**config.mk**
```make
export PLATFORM = sky130hd
export DESIGN_NAME = ir_remote_frame_encoder
export DESIGN_NICKNAME = d
export VERILOG_FILES = /design/src/hdl/irfe_pkg.sv /design/src/hdl/irfe_merge.sv /design/src/hdl/ir_remote_frame_encoder.sv
export SDC_FILE = /design/constraint.sdc
export NUM_CORES = 1
export LEC_CHECK = 0
export ABC_AREA = 1
export ABC_CLOCK_PERIOD_IN_PS = 8029
export BUFFER_PORTS_ARGS = -buffer_cell sky130_fd_sc_hd__buf_2
export CAP_MARGIN = 20
export CORE_MARGIN = 2
export CORE_UTILIZATION = 40
export CTS_CLUSTER_DIAMETER = 40
export CTS_CLUSTER_SIZE = 28
export DETAILED_ROUTE_END_ITERATION = 6
export PLACE_DENSITY = 0.56
export SYNTH_ARGS = -nofsm -noshare
export SYNTH_HDL_FRONTEND = slang
export SYNTH_SLANG_ARGS = --single-unit
```
**constraint.sdc**
```tcl
create_clock -name clk -period 8.03 [get_ports clk]
set_input_delay 0.803 -clock clk [delete_from_list [all_inputs] [get_ports clk]]
set_output_delay 0.803 -clock clk [all_outputs]
set_load 0.01 [all_outputs]
```
**src/hdl/irfe_pkg.sv**
```systemverilog
// Shared types, protocol codes and per-protocol timing tables of the IR frame encoder.
package irfe_pkg;

  localparam int TIME_W    = 16;
  localparam int PAYLOAD_W = 48;

  localparam logic [3:0] KIND_NEC        = 4'd0;
  localparam logic [3:0] KIND_NEC_EXT    = 4'd1;
  localparam logic [3:0] KIND_NEC42      = 4'd2;
  localparam logic [3:0] KIND_NEC42_EXT  = 4'd3;
  localparam logic [3:0] KIND_SAMSUNG32  = 4'd4;
  localparam logic [3:0] KIND_SIRC12     = 4'd5;
  localparam logic [3:0] KIND_SIRC15     = 4'd6;
  localparam logic [3:0] KIND_SIRC20     = 4'd7;
  localparam logic [3:0] KIND_RCA        = 4'd8;
  localparam logic [3:0] KIND_RC5        = 4'd9;
  localparam logic [3:0] KIND_RC5X       = 4'd10;
  localparam logic [3:0] KIND_RC6        = 4'd11;
  localparam logic [3:0] KIND_KASEIKYO   = 4'd12;

  typedef struct packed {
    logic [3:0]  kind;
    logic [31:0] address;
    logic [15:0] command;
  } req_t;

  typedef struct packed {
    logic [15:0] mark_us;
    logic [15:0] space_us;
    logic        last;
    logic        unsupported;
  } res_t;

  // One mark (level 1) or space (level 0) entry.
  typedef struct packed {
    logic              level;
    logic [TIME_W-1:0] dur;
  } entry_t;

  typedef struct packed {
    logic clear;
    logic error;
    logic step;
    logic second_valid;
    logic flush;
  } merge_ctl_t;

  // Timing of one protocol; bit_m is the half-bit time for Manchester frames.
  typedef struct packed {
    logic              supported;
    logic              manch;
    logic              has_lead;
    logic [5:0]        bits;
    logic [TIME_W-1:0] lead_m;
    logic [TIME_W-1:0] lead_s;
    logic [TIME_W-1:0] bit_m;
    logic [TIME_W-1:0] zero_s;
    logic [TIME_W-1:0] one_s;
    logic [TIME_W-1:0] stop_m;
  } timing_t;

  function automatic timing_t get_timing(logic [3:0] kind);
    timing_t t;
    t = '0;
    t.supported = 1'b1;
    t.has_lead  = 1'b1;
    case (kind) inside
      [KIND_NEC:KIND_NEC42_EXT]: begin
        t.bits = 6'd32; t.lead_m = 16'd9000; t.lead_s = 16'd4500;
        t.bit_m = 16'd560; t.zero_s = 16'd560; t.one_s = 16'd1690; t.stop_m = 16'd560;
      end
      KIND_SAMSUNG32: begin
        t.bits = 6'd32; t.lead_m = 16'd4500; t.lead_s = 16'd4500;
        t.bit_m = 16'd560; t.zero_s = 16'd560; t.one_s = 16'd1690; t.stop_m = 16'd560;
      end
      [KIND_SIRC12:KIND_SIRC20]: begin
        t.bits = (kind == KIND_SIRC12) ? 6'd12 : ((kind == KIND_SIRC15) ? 6'd15 : 6'd20);
        t.lead_m = 16'd2400; t.lead_s = 16'd600;
        t.bit_m = 16'd600; t.zero_s = 16'd600; t.one_s = 16'd1200; t.stop_m = 16'd600;
      end
      KIND_RCA: begin
        t.bits = 6'd12; t.lead_m = 16'd4000; t.lead_s = 16'd4000;
        t.bit_m = 16'd500; t.zero_s = 16'd1000; t.one_s = 16'd2000; t.stop_m = 16'd500;
      end
      KIND_RC5, KIND_RC5X: begin
        t.manch = 1'b1; t.has_lead = 1'b0;
        t.bits = (kind == KIND_RC5) ? 6'd14 : 6'd15;
        t.bit_m = 16'd889;
      end
      KIND_RC6: begin
        t.manch = 1'b1;
        t.bits = 6'd20; t.lead_m = 16'd2666; t.lead_s = 16'd889;
        t.bit_m = 16'd444;
      end
      KIND_KASEIKYO: begin
        t.bits = 6'd48; t.lead_m = 16'd3456; t.lead_s = 16'd1728;
        t.bit_m = 16'd432; t.zero_s = 16'd432; t.one_s = 16'd1296; t.stop_m = 16'd432;
      end
      default: begin
        t.supported = 1'b0;
      end
    endcase
    return t;
  endfunction

  // Payload word: LSB-first protocols sit at bit 0, Manchester ones are MSB aligned.
  function automatic logic [PAYLOAD_W-1:0] build_payload(req_t r);
    logic [7:0]            a8;
    logic [7:0]            c8;
    logic [13:0]           rc5;
    logic [PAYLOAD_W-1:0]  p;
    a8  = r.address[7:0];
    c8  = r.command[7:0];
    rc5 = {2'b11, 1'b0, r.address[4:0], r.command[5:0]};
    case (r.kind) inside
      KIND_NEC:                           p = {16'd0, ~c8, c8, ~a8, a8};
      [KIND_NEC_EXT:KIND_SAMSUNG32]:      p = {16'd0, ~c8, c8, r.address[15:0]};
      [KIND_SIRC12:KIND_SIRC20]:          p = {9'd0, r.address, r.command[6:0]};
      KIND_RCA:                           p = {36'd0, r.address[3:0], c8};
      KIND_RC5:                           p = {rc5, 34'd0};
      KIND_RC5X:                          p = {1'b0, rc5, 33'd0};
      KIND_RC6:                           p = {4'd0, a8, c8, 28'd0};
      KIND_KASEIKYO:                      p = {r.address, r.command};
      default:                            p = '0;
    endcase
    return p;
  endfunction

endpackage

```
**src/hdl/irfe_merge.sv**
```systemverilog
// Entry merger: joins same-level entries and emits mark/space pairs at most one per cycle.
module irfe_merge #(
  parameter int DURATION_WIDTH = 16
) (
  input  logic                clk,
  input  logic                rst,
  input  irfe_pkg::merge_ctl_t ctl,
  input  irfe_pkg::entry_t    first,
  input  irfe_pkg::entry_t    second,
  output logic                strobe,
  output irfe_pkg::res_t      result
);
  import irfe_pkg::*;

  typedef struct packed {
    logic                      started;
    logic                      level;
    logic [DURATION_WIDTH-1:0] cur;
    logic [DURATION_WIDTH-1:0] mark;
    logic                      emit;
    logic [DURATION_WIDTH-1:0] em;
    logic [DURATION_WIDTH-1:0] es;
  } mstate_t;

  logic                      started;
  logic                      level;
  logic [DURATION_WIDTH-1:0] cur_dur;
  logic [DURATION_WIDTH-1:0] mark_dur;
  mstate_t                   s0, s1, s2;
  logic                      emit_next;
  logic [DURATION_WIDTH-1:0] em_next;
  logic [DURATION_WIDTH-1:0] es_next;

  function automatic logic [DURATION_WIDTH-1:0] sat_add(logic [DURATION_WIDTH-1:0] a,
                                                        logic [DURATION_WIDTH-1:0] b);
    logic [DURATION_WIDTH:0] sum;
    sum = {1'b0, a} + {1'b0, b};
    return sum[DURATION_WIDTH] ? {DURATION_WIDTH{1'b1}} : sum[DURATION_WIDTH-1:0];
  endfunction

  function automatic mstate_t put_entry(mstate_t s, entry_t e);
    mstate_t                   f;
    logic [DURATION_WIDTH-1:0] d;
    f      = s;
    f.emit = 1'b0;
    d      = DURATION_WIDTH'(e.dur);
    if (!s.started) begin
      // drop a leading space
      if (e.level) begin
        f.started = 1'b1;
        f.level   = 1'b1;
        f.cur     = d;
      end
    end else if (e.level == s.level) begin
      f.cur = sat_add(s.cur, d);
    end else if (e.level) begin
      f.emit  = 1'b1;
      f.em    = s.mark;
      f.es    = s.cur;
      f.level = 1'b1;
      f.cur   = d;
    end else begin
      f.mark  = s.cur;
      f.level = 1'b0;
      f.cur   = d;
    end
    return f;
  endfunction

  always_comb begin
    s0.started = started;
    s0.level   = level;
    s0.cur     = cur_dur;
    s0.mark    = mark_dur;
    s0.emit    = 1'b0;
    s0.em      = '0;
    s0.es      = '0;
    s1         = put_entry(s0, first);
    s2         = ctl.second_valid ? put_entry(s1, second) : s1;
    emit_next  = s1.emit | s2.emit;
    em_next    = s1.emit ? s1.em : s2.em;
    es_next    = s1.emit ? s1.es : s2.es;
  end

  always_ff @(posedge clk) begin
    if (rst) begin
      started <= 1'b0;
      level   <= 1'b0;
      strobe  <= 1'b0;
    end else begin
      strobe <= 1'b0;
      if (ctl.clear) begin
        started <= 1'b0;
      end
      if (ctl.error) begin
        strobe <= 1'b1;
        result <= '{mark_us: 16'd0, space_us: 16'd0, last: 1'b1, unsupported: 1'b1};
      end else if (ctl.step) begin
        started  <= s2.started;
        level    <= s2.level;
        cur_dur  <= s2.cur;
        mark_dur <= s2.mark;
        if (emit_next) begin
          strobe <= 1'b1;
          result <= '{mark_us: em_next[15:0], space_us: es_next[15:0],
                      last: 1'b0, unsupported: 1'b0};
        end
      end else if (ctl.flush) begin
        strobe <= 1'b1;
        if (level) begin
          result <= '{mark_us: cur_dur[15:0], space_us: 16'd0,
                      last: 1'b1, unsupported: 1'b0};
        end else begin
          result <= '{mark_us: mark_dur[15:0], space_us: cur_dur[15:0],
                      last: 1'b1, unsupported: 1'b0};
        end
      end
    end
  end

endmodule

```
**src/hdl/ir_remote_frame_encoder.sv**
```systemverilog
// Top level of the IR remote frame encoder: frame sequencer and payload shift register.
//
// A frame request (protocol, address, command) is taken when start is high and busy is
// low. The block then sends the frame as mark/space microsecond pairs on result, each
// pair valid for exactly one cycle while strobe is high; the receiver cannot stall, so
// every pair must be taken in that cycle. The last pair of a frame has last set. An
// unknown protocol code gives a single result with unsupported and last set, on the
// cycle after acceptance, and busy never rises for it. The payload leaves a shift
// register one bit per cycle: a frame passes through a leader step (none for RC5 and
// RC5X), a step for each payload bit, a stop mark for pulse-distance protocols and a
// flush of the final pair. busy drops as the final pair is shown, and a new request
// may be taken in that cycle.
// Manchester halves of equal level are merged before they are paired, and a leading
// space half is dropped so each frame opens on a mark.
module ir_remote_frame_encoder #(
  parameter int MAX_FRAME_BITS = 48,
  parameter int DURATION_WIDTH = 16
) (
  input  logic            clk,
  input  logic            rst,
  input  logic            start,
  output logic            busy,
  input  irfe_pkg::req_t  request,
  output logic            strobe,
  output irfe_pkg::res_t  result
);
  import irfe_pkg::*;

  localparam int CNT_W = $clog2(MAX_FRAME_BITS + 1);

  typedef enum logic [2:0] {
    IDLE,
    LEAD,
    BITS,
    STOP,
    FLUSH
  } phase_t;

  phase_t               phase;
  timing_t              timing;
  logic [PAYLOAD_W-1:0] payload_shift;
  logic [CNT_W-1:0]     bit_count;
  timing_t              req_timing;
  logic                 accept;
  logic                 cur_bit;
  merge_ctl_t           ctl;
  entry_t               first;
  entry_t               second;

  assign busy       = (phase != IDLE);
  assign accept     = start && !busy;
  assign req_timing = get_timing(request.kind);
  // Manchester frames go out MSB first from the top, the rest LSB first from bit 0.
  assign cur_bit    = timing.manch ? payload_shift[PAYLOAD_W-1] : payload_shift[0];

  // Entries handed to the merger for the current phase.
  always_comb begin
    ctl    = '0;
    first  = '{level: 1'b1, dur: timing.lead_m};
    second = '{level: 1'b0, dur: timing.lead_s};
    case (phase)
      IDLE: begin
        ctl.clear = accept;
        ctl.error = accept && !req_timing.supported;
      end
      LEAD: begin
        ctl.step         = 1'b1;
        ctl.second_valid = 1'b1;
      end
      BITS: begin
        ctl.step         = 1'b1;
        ctl.second_valid = 1'b1;
        if (timing.manch) begin
          first  = '{level: ~cur_bit, dur: timing.bit_m};
          second = '{level: cur_bit, dur: timing.bit_m};
        end else begin
          first  = '{level: 1'b1, dur: timing.bit_m};
          second = '{level: 1'b0, dur: cur_bit ? timing.one_s : timing.zero_s};
        end
      end
      STOP: begin
        ctl.step = 1'b1;
        first    = '{level: 1'b1, dur: timing.stop_m};
      end
      FLUSH: begin
        ctl.flush = 1'b1;
      end
      default: begin
        ctl = '0;
      end
    endcase
  end

  always_ff @(posedge clk) begin
    if (rst) begin
      phase <= IDLE;
    end else begin
      case (phase)
        IDLE: begin
          if (accept && req_timing.supported) begin
            timing        <= req_timing;
            payload_shift <= build_payload(request);
            // clip the payload length to the frame limit
            if (int'(req_timing.bits) > MAX_FRAME_BITS) begin
              bit_count <= CNT_W'(MAX_FRAME_BITS);
            end else begin
              bit_count <= CNT_W'(req_timing.bits);
            end
            phase <= req_timing.has_lead ? LEAD : BITS;
          end
        end
        LEAD: begin
          phase <= BITS;
        end
        BITS: begin
          // advance one payload bit
          if (timing.manch) begin
            payload_shift <= payload_shift << 1;
          end else begin
            payload_shift <= payload_shift >> 1;
          end
          bit_count <= bit_count - CNT_W'(1);
          if (bit_count == CNT_W'(1)) begin
            phase <= timing.manch ? FLUSH : STOP;
          end
        end
        STOP: begin
          phase <= FLUSH;
        end
        FLUSH: begin
          phase <= IDLE;
        end
        default: begin
          phase <= IDLE;
        end
      endcase
    end
  end

  irfe_merge #(
    .DURATION_WIDTH(DURATION_WIDTH)
  ) u_merge (
    .clk    (clk),
    .rst    (rst),
    .ctl    (ctl),
    .first  (first),
    .second (second),
    .strobe (strobe),
    .result (result)
  );

endmodule
```
==> impl_metrics.py <==
metrics = {
    "run_status": {
        "outcome": "finished, final reports clean",
    },
    "worst_hold_path": {
        "min-delay-start": "payload_shift[46]",
        "holdPathStages": 2,
        "hold_end": "payload_shift[45]",
        "hold_path.class": "reg2reg",
    },
    "logic_synthesis": {
        "yosysWarnings": 0,
        "syn_area_per_cell_um2": 7.904,
        "synth_edf_count": 153,
        "async_flop_share": 0,
        "syn_area_um2": 11360,
        "synth_cell_types": 56,
        "synth-seq-cells": 159,
        "synth_cells": 1437,
        "synth_nets": 1529,
        "ys_seq_area_frac": 0.4151,
        "ys.flop_type": "edfxtp_1",
    },
    "floorplanning": {
        "ioPinCount": 91,
        "die_h_um": 172.5,
        "core.rowCount": 61,
        "initial_core_util": 0.4077,
        "dieArea_um2": 29760,
        "fp.dieW_um": 172.5,
        "core-area_um2": 27860,
    },
    "detailed_routing": {
        "drtIter0Drc": 1141,
        "antenna_left": 0,
        "detail_route.wl_per_cell_um": 21.15,
        "dr.pass1.iters": 5,
        "totalWireLength_um": 40060,
        "vias": 10930,
        "drc": 0,
        "via_per_inst": 5.772,
    },
    "worst_setup_path": {
        "r2r_start": "phase[0]",
        "slowest_delay_ps": 530,
        "critical_path_class": "reg2reg",
        "start_kind": "flip-flop",
        "cp_common_cell": "nand2_1",
        "r2r-end": "u_merge.cur_dur[1]",
        "cpLargestDelayFamily": "simple AND/OR/NAND/NOR gates",
        "required_ps": 8220,
        "crit_arrival_ps": 6120,
        "reg2regPathDepth": 27,
        "cp-startpoint": "phase[0]",
        "cp_slowest_cell": "buf_4",
        "crit_fanout": 47,
        "crit_buf_inv": 6,
        "reg2reg_setup_slack_ps": 2100,
        "end_kind": "flip-flop",
    },
    "timing": {
        "tns_ps": 0,
        "fmax_ghz": 0.1686,
        "finalHoldWorstSlack_ps": 588.2,
        "hold_viol_final": 0,
        "timing.slew.headroom": 0.2428,
        "min_period_ps": 5933,
        "tightest_slew_ps": 1132,
        "finalSetupViolCount": 0,
        "rsz0062_at_grt": "no",
        "fin_crit_sh": 0.7388,
        "drv_slew": 0,
        "clock_skew_ps": 12.56,
    },
    "power_and_ir_drop": {
        "p_int_mw": 2.624,
        "switchingPower_mw": 2.524,
        "clkPwrFrac": 0.164,
        "pwr-share-seq": 0.286,
        "ir_worst_vdd_uv": 160.7,
        "powerDensity_nw_per_um2": 403.1,
        "switching_share": 0.4902,
        "pwr-share-comb": 0.551,
        "p_leak_nw": 5.415,
    },
    "placed_design": {
        "detailed_place_hpwl_um": 30020,
        "finalWeightedCongestion": 0.9514,
        "portBuffers": 90,
    },
    "cells_and_area": {
        "fin_nets": 1595,
        "final.fill_count": 2805,
        "syn_to_final_growth_pct": 12.45,
        "multi_input_area_um2": 5708,
        "antenna_cells": 0,
        "final_layout_size_suffix_gt1_frac": 0.1286,
        "most-common-layout-cells": "347 x nand2_1, 170 x inv_1, 153 x edfxtp_1",
        "final_common_cell": "nand2_1",
        "regArea_um2": 4715,
    },
    "grt": {
        "grt_max_degree": 55,
        "grt_pass1_wl_um": 62000,
        "grt-ovfl-total": 0,
        "antenna_found_initial": 0,
        "globalRouteTotalUtil": 0.2671,
        "grt_pass1_vias": 10500,
    },
    "cts": {
        "cts_setup_buffers": 0,
        "cts_tree": "yes",
        "clock_path_buffers": 2,
        "cts_htree_levels": 4,
        "cts_hold_repair.buffers": 0,
        "cts.sinks": 159,
        "root_buffer": "clkbuf_16",
        "clkTransAtPathRegs_ps": 70,
        "cts_resized": 0,
        "numCtsBuffers": 17,
        "clk_latency_ps": 440,
    },
    "run": {
        "max_cap_violations": 0,
    },
}
-- kinds of logic (layout without fill, tap and decap cells) --
logic type | after synthesis | count (layout) | share of synthesized area
and+or+nand+nor | 565 | 565 | 0.2128
xor gates and xnor gates | 21 | 21 | 0.01619
AOI/OAI and AO/OA | 398 | 398 | 0.2192
DFF | 159 | 159 | 0.4151
adders and majority gates | 37 | 37 | 0.04142
muxes | 12 | 12 | 0.01058
buffers and inverters | 245 | 324 | 0.08471
-- power by group through the flow --
stage / Sequential, mW / Clock [mW] / Combinational (mW)
finish: 1.47 / 0.842 / 2.83
global route: 1.48 / 0.887 / 3.13
CTS: 1.47 / 0.850 / 2.80
detailed placement: 1.48 / 0 / 2.78
global placement: 1.48 / 0 / 2.79
floorplan: 1.42 / 0 / 2.01
-- worst reg2reg max path: stages, from the launching register on --
cell and delay, ps:
dfxtp_1 380, nor2_1 80, nand2_2 270, buf_4 540
nor2_2 70, buf_4 230, inv_2 330, ha_1 380
nor2_1 370, inv_1 330, o22ai_1 230, nand2_1 90
nand2_1 110, inv_1 70, ha_1 230, fa_1 470
a31oi_1 410, inv_1 110, nand3_1 80, o2111ai_1 120
nand2_1 110, nand2_1 100, nand3_4 110, nor2_4 50
nand2_4 220, nand2_1 100, nand2_1 70, nand2_1 40
-- worst max path at each step --
stage / end / cells past startpoint
after detailed placement: u_merge.cur_dur[2] / 27
final: u_merge.cur_dur[1] / 27
after CTS: u_merge.cur_dur[2] / 27
after global placement: u_merge.cur_dur[0] / 27
after global routing: u_merge.cur_dur[1] / 27
after floorplan: bit_count[0] / 5
-- synth_stat cells, drive strengths merged (6+ instances only) --
| cell type | instances | share of area |
|---|---|---|
| nand2 | 368 | 0.13 |
| inv | 180 | 0.060 |
| edfxtp | 153 | 0.40 |
| o21ai | 134 | 0.059 |
| nor2 | 133 | 0.050 |
| a21oi | 76 | 0.033 |
| a22oi | 49 | 0.032 |
| o22ai | 43 | 0.024 |
| clkbuf | 39 | 0.013 |
| nand3 | 39 | 0.021 |
| ha | 36 | 0.040 |
| o221ai | 30 | 0.023 |
| buf | 20 | 0.010 |
| o211ai | 17 | 0.012 |
| nor3 | 13 | 0.0062 |
| mux2i | 12 | 0.011 |
| a221oi | 11 | 0.0085 |
| xor2 | 11 | 0.0085 |
| xnor2 | 10 | 0.0077 |
| o2111ai | 8 | 0.0062 |
| a31oi | 7 | 0.0039 |
| clkinv | 6 | 0.0020 |
| dfxtp | 6 | 0.011 |
-- sequential cells by signal, summed over array words and instances, names as in the netlist --
register / count
payload_shift: 48
u_merge.level: 1
u_merge.mark_dur: 16
u_merge.started: 1
u_merge.cur_dur: 16
timing: 33
u_merge.strobe: 1
phase: 3
bit_count: 6
u_merge.result: 34
-- layer usage --
metal | track usage | vias to the layer above | wire (µm)
met2 | 0.4510 | 485 | 18990
li1 | - | 5148 | -
met3 | 0.03294 | 107 | 2331
met5 | 0 | - | 0
met4 | 0.1129 | 0 | 1724
met1 | 0.3456 | 5192 | 17010
-- stage by stage --
stage	setup slack, ps	power, mW	util	area, µm²	cells
6_report	2097	5.148	0.4585	12770	1894
5_1_grt	1645	5.504	0.4585	12770	1894
4_1_cts	2173	5.112	0.4578	12750	1893
3_5_place_dp	2203	4.266	0.4365	12160	1861
3_3_place_gp	2352	4.266	0.4365	12160	1861
2_1_floorplan	2535	3.432	-	11360	1437
-- layout make-up --
type                       count  area share
multi-input combinational   1033      0.4469
sequential                   159      0.3691
inverter                     186     0.05486
timing repair buffer         106     0.04565
tap                          378     0.03703
clock buffer                  18     0.03360
clock inverter                14     0.01283
(Power assumes the default switching activity.)
